===== src/rtl/sob_pkg.sv =====
// Shared types, constants and helpers of the Sobel gradient filter.
`default_nettype none
package sob_pkg;
   localparam int MAX_WIDTH_DEF = 2048;
   localparam int LANES_DEF     = 3;
   localparam int CSR_IDX_W     = 3;
   localparam int CSR_DATA_W    = 24;

   localparam logic [CSR_IDX_W-1:0] CSR_X_ORDER  = 3'd0;
   localparam logic [CSR_IDX_W-1:0] CSR_Y_ORDER  = 3'd1;
   localparam logic [CSR_IDX_W-1:0] CSR_BORDER   = 3'd2;
   localparam logic [CSR_IDX_W-1:0] CSR_CONSTANT = 3'd3;
   localparam logic [CSR_IDX_W-1:0] CSR_WIDTH    = 3'd4;
   localparam logic [CSR_IDX_W-1:0] CSR_HEIGHT   = 3'd5;
   localparam logic [CSR_IDX_W-1:0] CSR_CHANNELS = 3'd6;
   localparam logic [CSR_IDX_W-1:0] CSR_GAIN     = 3'd7;

   localparam logic [1:0] BORDER_CONST   = 2'd0;
   localparam logic [1:0] BORDER_REPL    = 2'd1;
   localparam logic [1:0] BORDER_REFLECT = 2'd2;

   localparam logic [1:0] ORD_SMOOTH = 2'd0;
   localparam logic [1:0] ORD_DERIV  = 2'd1;
   localparam logic [1:0] ORD_SECOND = 2'd2;
   localparam logic [1:0] ORD_SCHARR = 2'd3;

   // front sequencer states
   typedef enum logic [1:0] {F_READ, F_EMIT, F_LAST} fstate_type;

   // one window column set plus output tags, front to back
   typedef struct packed {
      logic [8:0][23:0] cols;
      logic [10:0]      column;
      logic [11:0]      row;
      logic             row_end;
      logic             frame_end;
   } job_type;

   typedef struct packed {
      logic [1:0]  x_order;
      logic [1:0]  y_order;
      logic [1:0]  nch;
      logic [15:0] gain;
   } math_cfg_type;

   // 3-tap kernel: a*k0 + b*k1 + c*k2, 16-bit wrapped
   function automatic logic [15:0] tap3(input logic [1:0] ord, input logic [15:0] a,
                                        input logic [15:0] b, input logic [15:0] c);
      logic [15:0] r;
      case (ord)
         ORD_SMOOTH: r = a + (b << 1) + c;
         ORD_DERIV:  r = c - a;
         ORD_SECOND: r = a - (b << 1) + c;
         ORD_SCHARR: r = (a << 1) + a + (b << 3) + (b << 1) + (c << 1) + c;
         default:    r = '0;
      endcase
      return r;
   endfunction
endpackage
`default_nettype wire


===== src/rtl/sob_queue.sv =====
// Short job queue between front and back ends.
`default_nettype none
module sob_queue
   import sob_pkg::*;
(
   input  wire logic    clock,
   input  wire logic    reset,
   input  wire logic    wr_en,
   input  wire job_type wr_data,
   output logic         wr_free,
   output logic         rd_valid,
   output job_type      rd_data,
   input  wire logic    rd_en
);
   job_type slot_ff [4];
   logic [1:0] wp_ff, rp_ff;
   logic [2:0] cnt_ff;
   // one slot in reserve covers the registered job in flight
   assign wr_free  = (cnt_ff < 3'd3);
   assign rd_valid = (cnt_ff != 3'd0);
   assign rd_data  = slot_ff[rp_ff];
   always_ff @(posedge clock) begin
      if (wr_en) slot_ff[wp_ff] <= wr_data;
      if (reset) begin
         wp_ff <= '0; rp_ff <= '0; cnt_ff <= '0;
      end else begin
         if (wr_en) wp_ff <= wp_ff + 2'd1;
         if (rd_en) rp_ff <= rp_ff + 2'd1;
         cnt_ff <= cnt_ff + 3'(wr_en) - 3'(rd_en);
      end
   end
endmodule
`default_nettype wire


===== config.mk =====
export PLATFORM = sky130hd
export DESIGN_NAME = sob_queue
export DESIGN_NICKNAME = d
export VERILOG_FILES = /design/src/rtl/sob_pkg.sv /design/src/rtl/sob_queue.sv
export SDC_FILE = /design/constraint.sdc
export NUM_CORES = 1
export LEC_CHECK = 0
export BUFFER_PORTS_ARGS = -buffer_cell sky130_fd_sc_hd__clkbuf_2
export CAP_MARGIN = 20
export CORE_UTILIZATION = 46
export CTS_CLUSTER_SIZE = 16
export DETAILED_ROUTE_END_ITERATION = 10
export PLACE_DENSITY = 0.74
export SLEW_MARGIN = 15
export SYNTH_ARGS = -nofsm -noshare
export SYNTH_HDL_FRONTEND = slang
export SYNTH_SLANG_ARGS = --single-unit

===== constraint.sdc =====
create_clock -name clock -period 19.22 [get_ports clock]
set_input_delay 0.961 -clock clock [delete_from_list [all_inputs] [get_ports clock]]
set_output_delay 0.961 -clock clock [all_outputs]
set_load 0.05 [all_outputs]

Word level (Yosys, flattened, before mapping) --
Memories as Yosys holds them, arrays and structs flattened. A register that Yosys moved wholly into a read port is not among the register bits. Cells that the tools add are included.
Word-level totals: register bits after elaboration 7, memory bits (writable) 964, output and inout port bits 243, word-level logic and storage cells 14, memories kept 1
Cells by class: add/sub/neg operators 4, magnitude comparators 1, multiplexer cells 4, reduce and logical (&&, ||, !) cells 1
Memory list:
- slot_ff | depth 4, width 241, rd ports 1, clocked after memory_dff 1, write ports 1, line sob_queue.sv:15 | job_type slot_ff [4];
Operators with widths (count):
- adder 2 x 1 -> 2 bit (second input constant) | 2
- 2-to-1 mux 2 bit | 2
- adder 3 x 1 -> 3 bit | 1
- less-than comparator 3 x 2 -> 1 bit (second input constant) | 1
- nonzero test 3 bit | 1
- subtractor 3 x 1 -> 3 bit | 1
- 2-to-1 mux 1 bit | 2

Longest topological paths before layout --
depth in word-level cells 3, depth in mapped cells 7, gate-level depth less buffers 7

Worst setup path after synthesis --
OpenSTA, ideal clock, no wires.
path type input to register, from input port wr_en, to memory slot_ff[0][0] (netlist name) (enable), arrival 6.412 ns, required time 18.589 ns, path slack 12.176 ns, stages on the path 1, path buffers 0, cells stage by stage and2_1
Between the ends: longest elaborated chain between the ends 2
Ends and longest elaborated chain:
- start, declared | line sob_queue.sv:8 | input wire logic wr_en,
- 2-to-1 mux 1 bit | line sob_queue.sv:23 | if (wr_en) slot_ff[wp_ff] <= wr_data;
- 2-to-1 mux 1 bit (implied by the code) | line sob_queue.sv:23
- end, declared | line sob_queue.sv:15
No other way between the ends.

==> flow_summary_export.csv <==
group,metric,value,unit
outcome,outcome,"finished clean",
timing,rsz0062_at_grt,"false",
hold_path,hold_depth,1,
route,avgViaCountPerCell,5.38,
yosys,synth_cell_type_count,18,
layout,fin_nets,2108,
clock_tree,clockRootBuffer,"clkbuf_16",
critical_path,worst_setup_path_end_kind,"output port",
floorplan,dieArea,77700,um2
layout,final_common_cell,"edfxtp_1",
critical_path,required,18.26,ns
clock_tree,htreeDepth,3,
floorplan,start_util,0.464,
timing,worst_pin_slew,1.29,ns
critical_path,cp.depth,5,
power,total_power,0.00495,W
hold_path,min-delay-path-class,"primary input to flop",
critical_path,r2r_start,"wp_ff[0]",
timing,fin_skew,0.0304,ns
clock_tree,cts_tree,"built",
global_routing,grt_pass1_vias,16600,
critical_path,crit_path_top_delay_cell,"dfxtp_4",
timing,finalSetupViolations,0,
layout,layout_common_cells,"edfxtp_1, clkbuf_2, mux4_2",
timing,slew_viol_final,0,
clock_tree,clk_pin_slew,0.06,ns
timing,slew_headroom,0.139,
timing,max_freq,0.178,GHz
floorplan,std_cell_rows,101,
floorplan,die_h,279,um
critical_path,crit_family,"buffers and inverters",
timing,min_period,5.63,ns
route,wl,67800,um
placement,dp_hpwl,42400,um
floorplan,die-width,279,um
route,drt_iter0_markers,1143,
critical_path,slowest_delay,0.82,ns
clock_tree,cts_resized,0,
route,ant_nets,0,
layout,fin_util,0.551,
power,vdd_drop_max,107,uV
clock_tree,holdBufCountCts,0,
route,vias,15700,
yosys,synthesis.nets,1556,
global_routing,grt_usage,0.174,
clock_tree,postCtsSetupBuffers,0,
critical_path,cp_num_buf_inv,4,
global_routing,gr-total-overflow,0,
critical_path,r2r_cells,4,
critical_path,reg2reg_slack,15.70,ns
timing,fin_setup_tns,0,ns
yosys,syn-cell-area,35200,um2
floorplan,core-area,75800,um2
timing,hold_violations,0,
global_routing,grt_max_degree,149,
yosys,avgSynthCellArea,27.0,um2
critical_path,crit_chain,"buf_4, buf_4, buf_4, mux4_2, clkbuf_2",
layout,area_growth,18.7,%
clock_tree,cts_made_buffers,96,
critical_path,crit_end,"rd_data[217]",
layout,seq_area,29100,um2
critical_path,crit_fanout,49,
global_routing,antenna_found_initial,7,
clock_tree,insertion_delay,0.65,ns
yosys,synth-seq-cells,973,
power,power_density,118,nW/um2
floorplan,ios,488,
placement,gp_congestion,0.779,
timing,hold_ws,0.532,ns
critical_path,timing.rr.end,"slot_ff[1][169]",
timing,setup_ws,13.59,ns
critical_path,cp.arrival,4.67,ns
clock_tree,cts_buffer_depth,3,
critical_path,critPathLaunchType,"flop",
critical_path,path_class,"flop to output port",
power,p_leak,14.0,nW
timing,period_share,0.293,
job,maxCapViolCount,0,
placement,io_buffers,487,
route,drt-wirelength-per-cell,23.2,um
layout,multiInputGateArea,5670,um2
route,dr.pass1.iters,4,
global_routing,grt_pass1_wl,101000,um
clock_tree,cts.sinks,973,
placement,dp_worst_setup_slack,13.98,ns
layout,fillers,5539,
layout,layout-drive-gt1-share,0.458,
critical_path,crit_top_cell,"buf_4",
yosys,synth-seq-area-share,0.827,
yosys,yosys_warnings,0,
yosys,syn-instance-count,1303,
route,drc,0,
==> cell type report <==
cell class | instances | share of cell area
diodes | 2 | 0.000120
clock buffers | 119 | 0.0605
clock inverters | 61 | 0.0145
inverters | 7 | 0.000628
multi-input cells | 269 | 0.136
flip-flops and latches | 973 | 0.697
well taps | 978 | 0.0293
repair buffers | 508 | 0.0624
==> synth_stat cells <==
cell type  instances  area, um2
and2_1             4       25.0
mux4_2           241       5430
nand3b_1           1       7.51
mux2i_1            1       10.0
a21oi_1            2       10.0
buf_6             22        248
dfxtp_1            9        180
xnor2_1            3       26.3
clkbuf_1           7       26.3
buf_2             25        125
nor2b_1            2       12.5
a21bo_2            1       10.0
edfxtp_1         964      28900
ha_1               7       87.6
nor2_1             5       18.8
nand3_1            1       5.00
fa_1               1       20.0
inv_1              7       26.3
==> sequential cells by signal, summed over array words and instances (netlist names), named ones only <==
name / cells
wp_ff: 2
slot_ff: 964
rp_ff: 2
cnt_ff: 3
==> worst min path at each step <==
stage / startpoint / to
after floorplan: rp_ff[1] / flop
after global placement: rp_ff[1] / flop
after detailed placement: rp_ff[1] / flop
after CTS: wr_data[235] / slot_ff[0][235]
after global routing: wr_data[149] / slot_ff[2][149]
final: wr_data[68] / slot_ff[2][68]
==> per-stage QoR <==
stage,area (um2),instances
floorplan,35200,1303
global placement,38700,2735
detailed placement,38700,2735
CTS,41800,2915
global route,41800,2916
finish,41800,2917
==> cell families after synthesis <==
| logic type | after synthesis | synth area share |
|---|---|---|
| compound gates | 3 | 0.000569 |
| mux | 242 | 0.154 |
| fa+ha+maj | 8 | 0.00306 |
| buf+inv | 61 | 0.0121 |
| flops | 973 | 0.827 |
| xor+xnor | 3 | 0.000746 |
| simple gates | 13 | 0.00195 |
==> report_power, final <==
part	total, W	internal, W	switching (W)
clock network	0.00183	0.00106	0.000764
logic	0.000654	0.000186	0.000468
registers	0.00247	0.00244	0.0000298
==> layer usage <==
metal | part of all wire | GRT usage | vias to the layer above
met4 | 0.022 | 0.0530 | 12
met5 | 0.0013 | 0 | -
li1 | - | - | 6809
met1 | 0.39 | 0.220 | 8177
met2 | 0.51 | 0.287 | 566
met3 | 0.086 | 0.0547 | 117
No activity file was read; power rests on OpenSTA's default activity.
