--- src/rtl/sob_pkg.sv ---
// Shared types, constants and helpers of the Sobel gradient filter.
`default_nettype none
package sob_pkg;
   localparam int MAX_WIDTH_DEF = 2048;
   localparam int LANES_DEF     = 3;
   localparam int CSR_IDX_W     = 3;
   localparam int CSR_DATA_W    = 24;

   localparam logic [CSR_IDX_W-1:0] CSR_X_ORDER  = 3'd0;
   localparam logic [CSR_IDX_W-1:0] CSR_Y_ORDER  = 3'd1;
   localparam logic [CSR_IDX_W-1:0] CSR_BORDER   = 3'd2;
   localparam logic [CSR_IDX_W-1:0] CSR_CONSTANT = 3'd3;
   localparam logic [CSR_IDX_W-1:0] CSR_WIDTH    = 3'd4;
   localparam logic [CSR_IDX_W-1:0] CSR_HEIGHT   = 3'd5;
   localparam logic [CSR_IDX_W-1:0] CSR_CHANNELS = 3'd6;
   localparam logic [CSR_IDX_W-1:0] CSR_GAIN     = 3'd7;

   localparam logic [1:0] BORDER_CONST   = 2'd0;
   localparam logic [1:0] BORDER_REPL    = 2'd1;
   localparam logic [1:0] BORDER_REFLECT = 2'd2;

   localparam logic [1:0] ORD_SMOOTH = 2'd0;
   localparam logic [1:0] ORD_DERIV  = 2'd1;
   localparam logic [1:0] ORD_SECOND = 2'd2;
   localparam logic [1:0] ORD_SCHARR = 2'd3;

   // front sequencer states
   typedef enum logic [1:0] {F_READ, F_EMIT, F_LAST} fstate_type;

   // one window column set plus output tags, front to back
   typedef struct packed {
      logic [8:0][23:0] cols;
      logic [10:0]      column;
      logic [11:0]      row;
      logic             row_end;
      logic             frame_end;
   } job_type;

   typedef struct packed {
      logic [1:0]  x_order;
      logic [1:0]  y_order;
      logic [1:0]  nch;
      logic [15:0] gain;
   } math_cfg_type;

   // 3-tap kernel: a*k0 + b*k1 + c*k2, 16-bit wrapped
   function automatic logic [15:0] tap3(input logic [1:0] ord, input logic [15:0] a,
                                        input logic [15:0] b, input logic [15:0] c);
      logic [15:0] r;
      case (ord)
         ORD_SMOOTH: r = a + (b << 1) + c;
         ORD_DERIV:  r = c - a;
         ORD_SECOND: r = a - (b << 1) + c;
         ORD_SCHARR: r = (a << 1) + a + (b << 3) + (b << 1) + (c << 1) + c;
         default:    r = '0;
      endcase
      return r;
   endfunction
endpackage
`default_nettype wire

--- src/rtl/sob_back.sv ---
// Back end: separable kernels, gain, rounding and output register.
`default_nettype none
module sob_back
   import sob_pkg::*;
#(
   parameter int LANES = LANES_DEF
) (
   input  wire logic         clock,
   input  wire logic         reset,
   input  wire logic         job_valid,
   input  wire job_type      job,
   output logic              job_take,
   input  wire math_cfg_type cfg,
   output logic              out_valid,
   input  wire logic         out_stall,
   output logic [2:0][15:0]  out_grad,
   output logic [10:0]       out_column,
   output logic [11:0]       out_row,
   output logic              out_row_end,
   output logic              out_frame_end
);
   // stage 1 sums, stage 2 products, stage 3 output
   logic s1_ff, s2_ff, o_ff;
   logic [2:0][15:0] sum_ff;
   logic signed [2:0][31:0] prod_ff;
   logic [10:0] c1_ff, c2_ff; logic [11:0] r1_ff, r2_ff;
   logic re1_ff, re2_ff, fe1_ff, fe2_ff;
   logic [2:0][15:0] sum_in, q_in;
   logic adv2, adv1, adv0;
   logic [1:0] nch;

   assign nch = (cfg.nch == 2'd0) ? 2'd1 :
                (cfg.nch > 2'(LANES)) ? 2'(LANES) : cfg.nch;
   assign adv2 = !o_ff || !out_stall;
   assign adv1 = !s2_ff || adv2;
   assign adv0 = !s1_ff || adv1;
   assign job_take = job_valid && adv0;

   always_comb begin
      logic [15:0] v0, v1, v2;
      logic [31:0] m;
      logic [16:0] mg;
      for (int ch = 0; ch < 3; ch++) begin
         v0 = tap3(cfg.y_order, {8'd0, job.cols[0][8*ch+:8]},
                   {8'd0, job.cols[1][8*ch+:8]}, {8'd0, job.cols[2][8*ch+:8]});
         v1 = tap3(cfg.y_order, {8'd0, job.cols[3][8*ch+:8]},
                   {8'd0, job.cols[4][8*ch+:8]}, {8'd0, job.cols[5][8*ch+:8]});
         v2 = tap3(cfg.y_order, {8'd0, job.cols[6][8*ch+:8]},
                   {8'd0, job.cols[7][8*ch+:8]}, {8'd0, job.cols[8][8*ch+:8]});
         sum_in[ch] = (2'(ch) < nch) ? tap3(cfg.x_order, v0, v1, v2) : 16'd0;
         m = prod_ff[ch][31] ? 32'(-prod_ff[ch]) : 32'(prod_ff[ch]);
         m = m + 32'd128;
         mg = (m[31:8] > 24'd65535) ? 17'h1FFFF : m[24:8];
         if (prod_ff[ch][31]) q_in[ch] = (mg > 17'd32768) ? 16'h8000 : 16'(-mg);
         else                 q_in[ch] = (mg > 17'd32767) ? 16'h7FFF : mg[15:0];
      end
   end

   always_ff @(posedge clock) begin
      if (reset) begin
         s1_ff <= 1'b0; s2_ff <= 1'b0; o_ff <= 1'b0;
      end else begin
         if (adv0) s1_ff <= job_valid;
         if (adv1) s2_ff <= s1_ff;
         if (adv2) o_ff  <= s2_ff;
      end
      if (job_take) begin
         sum_ff <= sum_in; c1_ff <= job.column; r1_ff <= job.row;
         re1_ff <= job.row_end; fe1_ff <= job.frame_end;
      end
      if (adv1 && s1_ff) begin
         for (int ch = 0; ch < 3; ch++)
            prod_ff[ch] <= $signed(sum_ff[ch]) * $signed(cfg.gain);
         c2_ff <= c1_ff; r2_ff <= r1_ff; re2_ff <= re1_ff; fe2_ff <= fe1_ff;
      end
      if (adv2 && s2_ff) begin
         out_grad <= q_in; out_column <= c2_ff; out_row <= r2_ff;
         out_row_end <= re2_ff; out_frame_end <= fe2_ff;
      end
   end
   assign out_valid = o_ff;
endmodule
`default_nettype wire
--- config.mk ---
export PLATFORM = sky130hd
export DESIGN_NAME = sob_back
export DESIGN_NICKNAME = d
export VERILOG_FILES = /design/src/rtl/sob_pkg.sv /design/src/rtl/sob_back.sv
export SDC_FILE = /design/constraint.sdc
export NUM_CORES = 2
export LEC_CHECK = 0
export ABC_AREA = 1
export BUFFER_PORTS_ARGS = -buffer_cell sky130_fd_sc_hd__buf_2
export CORE_AREA = 4 4 494 496
export CTS_CLUSTER_DIAMETER = 30
export CTS_CLUSTER_SIZE = 25
export DETAILED_ROUTE_END_ITERATION = 7
export DIE_AREA = 0 0 498 500
export GPL_TIMING_DRIVEN = 0
export PLACE_DENSITY = 0.53
export SKIP_LAST_GASP = 1
export SLEW_MARGIN = 25
export SYNTH_ARGS = -nofsm -noshare
export SYNTH_HDL_FRONTEND = slang
export SYNTH_SLANG_ARGS = --single-unit
--- constraint.sdc ---
create_clock -name clock -period 10.5 [get_ports clock]
set_input_delay 0.525 -clock clock [delete_from_list [all_inputs] [get_ports clock]]
set_output_delay 0.525 -clock clock [all_outputs]
set_load 0.05 [all_outputs]
Word level (Yosys, flattened, before mapping) --
Cells that the tools add are included.
Operators by class: eq/ne operators 6, bitwise gates (word level) 0, multiply operators 3, shift operators 0, divide/modulo/power cells 0, order comparisons 13, add/subtract/negate cells 129, mux-type cells 29, reductions and logical operators 13
Operators with widths (number):
- one-hot mux 16 bit (4 select lines) | 9
- adder 16 bit | 24
- one-hot mux 15 bit (4 select lines) | 3
- 2-to-1 mux 16 bit | 9
- adder 14 x 8 -> 15 bit | 9
- adder 13 x 9 -> 14 bit | 9
- adder 12 x 9 -> 13 bit | 9
- adder 10 x 11 -> 12 bit | 9
- adder 10 x 8 -> 11 bit | 9
- adder 10 x 9 -> 11 bit | 9
- adder 32 x 8 -> 32 bit, second input constant | 3
- multiplier 16 x 16 -> 32 bit | 3
- 2-to-1 mux 32 bit | 3
- negation 32 bit | 3
- subtractor 16 bit | 6
- adder 8 x 9 -> 10 bit | 9
- adder 9 x 8 -> 10 bit | 9
- subtractor 8 x 9 -> 10 bit | 9
- subtractor 8 x 8 -> 9 bit | 9
- greater-than comparator 24 x 16 -> 1 bit, second input constant | 3
- greater-than comparator 17 x 15 -> 1 bit, second input constant | 3
- greater-than comparator 17 x 16 -> 1 bit, second input constant | 3
- 2-to-1 mux 17 bit | 3
- negation 16 bit | 3
- 10 further kinds | 25
Storage, ports and cells: logic and storage cells 217, memories 0, RAM bits 0, output and inout port bits 75, memory bits (read-only) 0, input port bits 267, flip-flop bits (word level) 270, bits in latches 0

Longest topological paths before layout --
depth in word-level cells 12, mapped depth 45, gate-level depth less buffers 45

Worst setup path before layout --
No wires, ideal clock.
kind input-to-reg, from input port job[203] in the netlist's numbering, to register sum_ff[31] in the netlist's numbering (data pin), stages 42, slack 2.787 ns, arrival time 7.463 ns, data required time 10.250 ns, path through inv_1 -> fa_1 -> inv_1 -> fa_1 -> inv_1 -> fa_1 -> inv_1 -> ha_1 -> inv_1 -> fa_1 -> o31ai_1 -> inv_1 -> nor2_1 -> nor2_1 -> nor2_1 -> nor3_1 -> o31ai_1 -> inv_1 -> [... 6 more ...] -> fa_1 -> inv_1 -> ha_1 -> nand2_1 -> o21ai_0 -> a21oi_1 -> nor2_1 -> o21ai_0 -> nand2_1 -> nand2_1 -> nand2_1 -> a21oi_1 -> or2_2 -> a21o_1 -> nand3_1 -> nand4_1 -> nand2_1 -> inv_1
On the way: longest elaborated chain between the ends 8, elaborated cells on any way between the ends 15, those cells by class add/sub: 13; mux: 2
Ends and longest elaborated chain:
- from (decl) | RTL line sob_back.sv:11 | input wire job_type job,
- adder 10 x 11 -> 12 bit | RTL line sob_pkg.sv:54 | ORD_SCHARR: r = (a << 1) + a + (b << 3) + (b << 1) + (c << 1) + c;
- adder 12 x 9 -> 13 bit | RTL line sob_pkg.sv:54
- adder 13 x 9 -> 14 bit | RTL line sob_pkg.sv:54
- adder 14 x 8 -> 15 bit | RTL line sob_pkg.sv:54
- one-hot mux 16 bit (4 select lines) (*) | RTL line sob_pkg.sv:50 | case (ord)
- adder 16 bit (2 in series) | RTL line sob_pkg.sv:54
- one-hot mux 16 bit (4 select lines) (*) | RTL line sob_pkg.sv:50
- to (signal assigned) | RTL line sob_back.sv:68 | sum_ff <= sum_in; c1_ff <= job.column; r1_ff <= job.row;
- to (decl) | RTL line sob_back.sv:24 | logic [2:0][15:0] sum_ff;
Mark *: on every way between the ends. The rest lies on a longest branch, timed or not. A chain may end at the register's enable or synchronous reset.

Worst setup path in the final report --
from input port job[187] in the netlist's numbering, to register sum_ff[46] in the netlist's numbering (data pin)
On the way: longest elaborated chain between the ends 9, elaborated cells on any way between the ends 17, those cells by class add/sub: 15; mux: 2
Ends and longest elaborated chain (RTL line):
- adder 9 x 8 -> 10 bit | sob_pkg.sv:54
- adder 10 x 11 -> 12 bit | sob_pkg.sv:54
- adder 12 x 9 -> 13 bit | sob_pkg.sv:54
- adder 13 x 9 -> 14 bit | sob_pkg.sv:54
- adder 14 x 8 -> 15 bit | sob_pkg.sv:54
- one-hot mux 16 bit (4 select lines) (*) | sob_pkg.sv:50
- adder 16 bit (2 in series) | sob_pkg.sv:54
- one-hot mux 16 bit (4 select lines) (*) | sob_pkg.sv:50
Marks and branches as above.

==> results.sh <==
export IMPL_outcome="finished clean"
export IMPL_die_y_um=500
export IMPL_synthArstFlopShare_pct=0
export IMPL_syn_nets=13380
export IMPL_vias=70430
export IMPL_grt_max_degree=96
export IMPL_skew_ns=0.04552
export IMPL_finalNetCount=13800
export IMPL_clockRootBuffer="clkbuf_16"
export IMPL_nFillCells=25200
export IMPL_setup_viol=0
export IMPL_start_kind="primary input"
export IMPL_drt_vias_per_instance=4.827
export IMPL_final_util_pct=38.38
export IMPL_rsz0062_at_grt="no"
export IMPL_fmax_mhz=113.5
export IMPL_synth_common_cells="inv_1 (2,873), nand2_1 (2,250), fa_1 (1,392), nor2_1 (858), ha_1 (825)"
export IMPL_drc=0
export IMPL_wl_per_cell_um=18.21
export IMPL_yosysMostFrequentCell="inv_1"
export IMPL_yosys_area_top_type_share_pct=33.31
export IMPL_period_share_pct=83.92
export IMPL_hold_class="primary input to flip-flop"
export IMPL_ios=342
export IMPL_synth_main_ff_cell="edfxtp_1"
export IMPL_dp_hpwl_um=229600
export IMPL_synth_seq_cells=270
export IMPL_r2r_setup_slack_ns=2.15
export IMPL_hold_viol=0
export IMPL_ys_warnings_count=0
export IMPL_grt_pass1_wl_um=413500
export IMPL_clk_pin_slew_ns=0.06
export IMPL_portBuffers=325
export IMPL_period_needed_ns=8.812
export IMPL_synthToLayoutAreaGrowth_pct=9.932
export IMPL_grt_pass1_vias=72990
export IMPL_numCtsBuffers=57
export IMPL_cts_path_max_buffers=3
export IMPL_firstDrtPassIters=7
export IMPL_hold_path_cell_count=1
export IMPL_antenna_found_initial=82
export IMPL_crit_type="primary input to flip-flop"
export IMPL_synth_edff_count=267
export IMPL_grt_usage_pct=21.32
export IMPL_crit_arrival_ns=9.22
export IMPL_rr_worst_depth=25
export IMPL_hold_end="r1_ff[10]$_DFFE_PP_"
export IMPL_dpl_cell_area_um2=89670
export IMPL_tritoncts="built"
export IMPL_clock_latency_ns=0.65
export IMPL_globalRouteOverflowTotal=0
export IMPL_drv_cap=0
export IMPL_seq_area_frac_synth_pct=9.655
export IMPL_core_um2=239600
export IMPL_finalSetupTns_ns=0
export IMPL_syn_cell_area_um2=83660
export IMPL_drive_above_1_share_pct=6.883
export IMPL_worstHoldStart="job[12]"
export IMPL_cp_common_cell="inv_1"
export IMPL_start_util_pct=34.91
export IMPL_gp_congestion=0.9387
export IMPL_tightest_slew_ns=1.174
export IMPL_fp_dieArea_um2=249000
export IMPL_cts_resized=0
export IMPL_htreeDepth=2
export IMPL_cp_end_kind="flip-flop"
export IMPL_ys_types=64
export IMPL_crit_required_ns=10.91
export IMPL_drt_wl_total_um=265700
export IMPL_syn_avg_cell_area_um2=7.677
export IMPL_std_cell_rows=180
export IMPL_relSlewSlack_pct=20.88
export IMPL_synth_area_leaders="fa_1 (33%), inv_1 (13%), ha_1 (12%)"
export IMPL_synth_cells=10900
export IMPL_yosysTopAreaCell="fa_1"
export IMPL_ant_nets=0
export IMPL_crit_path_top_delay_cell="a21oi_1"
export IMPL_fp_dieW_um=498
export IMPL_timing_rr_end="prod_ff[28]$_DFFE_PP_"
export IMPL_maxSlewViolCount=0
export IMPL_cpPeakStageDelay_ns=0.58
export IMPL_finalInstanceArea_um2=91970
export IMPL_cts_sink_count=270
export IMPL_dr_first_iter_drc_count=4279
export IMPL_crit_fanout=5
export IMPL_r2r_start="sum_ff[10]$_SDFFCE_PP0P_"
-- layout by cell type (no fill, tap or decap), types with 32 or more instances in the layout --
cell / n
diode_2: 46
clkbuf_16: 57
o21bai_1: 59
buf_2: 343
o2111ai_1: 60
nor2_2: 48
edfxtp_1: 267
clkbuf_1: 125
nand4_1: 82
nand3b_1: 36
or2_2: 85
nand3_1: 288
nand2_2: 37
xor2_1: 217
clkbuf_2: 43
o31ai_1: 32
nor2_1: 853
nor3_1: 71
xnor2_1: 103
inv_1: 2872
a21oi_1: 454
o21ai_0: 373
ha_1: 825
fa_1: 1392
nand2_1: 2250
-- sequential cells by signal, summed over array words and instances, names as in the netlist, 11 cells and up --
| name | cells |
|---|---|
| out_row | 12 |
| r1_ff | 12 |
| r2_ff | 12 |
| out_grad | 48 |
| out_column | 11 |
| prod_ff | 96 |
| c2_ff | 11 |
| sum_ff | 48 |
| c1_ff | 11 |
-- worst max-delay path: cells and delay by family --
kind / cells / cell delay, ns
adders and majority gates: 9 / 4.02
buffers and inverters: 12 / 1.09
and+or+nand+nor: 10 / 0.94
AOI/OAI and AO/OA: 10 / 2.61
-- repair_timing --
| action | in CTS | in global routing |
|---|---|---|
| setup buffers | 0 | 0 |
| hold endpoints to repair | 19 | 0 |
| hold buffers | 19 | 0 |
-- logic make-up after synthesis --
logic type,after synthesis,synth area share (%)
AO/OA/AOI/OAI,1147,7.904
XOR/XNOR,320,3.350
adder cells (fa/ha/maj),2217,45.65
buffers and inverters,3113,14.12
flip-flops,270,9.655
AND/OR/NAND/NOR,3831,19.32
-- worst max path at each step --
stage	cells after the start	endpoint	slack, ns	start
floorplan	42	sum_ff[31]$_SDFFCE_PN0P_	2.79	job[203]
global placement	35	sum_ff[15]$_SDFFCE_PP0P_	0.32	cfg[19]
detailed placement	41	sum_ff[46]$_SDFFCE_PP0P_	1.06	job[187]
CTS	41	sum_ff[46]$_SDFFCE_PP0P_	1.73	job[187]
global route	41	sum_ff[46]$_SDFFCE_PP0P_	0.99	job[187]
finish	41	sum_ff[46]$_SDFFCE_PP0P_	1.69	job[187]
-- area by class of cell --
class                   instances  area (um^2)  share of cell area (%)
multi-input cells            7515        63810                   69.38
inverters                    2891        10860                   11.81
flip-flops and latches        270         8078                   8.783
well taps                    3185         3985                   4.333
repair buffers                357         2096                   2.279
clock buffers                  60         1438                   1.563
plain buffers                 222         1028                   1.118
clock inverters                47        561.8                  0.6108
diodes                         46        115.1                  0.1252
-- per-layer routing --
layer	GRT usage, %	wire (um)
met1	27.93	114100
met2	36.18	124200
met3	3.557	18090
met4	6.234	8709
met5	0	498
-- per-stage QoR --
stage	hold slack, ns	instances	worst slack [ns]
global route	0.01894	14560	0.9907
floorplan	0.4003	10900	2.787
detailed placement	0.4045	14420	1.058
CTS	0.00008049	14550	1.729
global placement	0.4007	14410	0.3193
finish	0.05060	14590	1.688
Power is not shown: default switching activity piles up to over one toggle a cycle in this logic, so the estimate is an artifact.
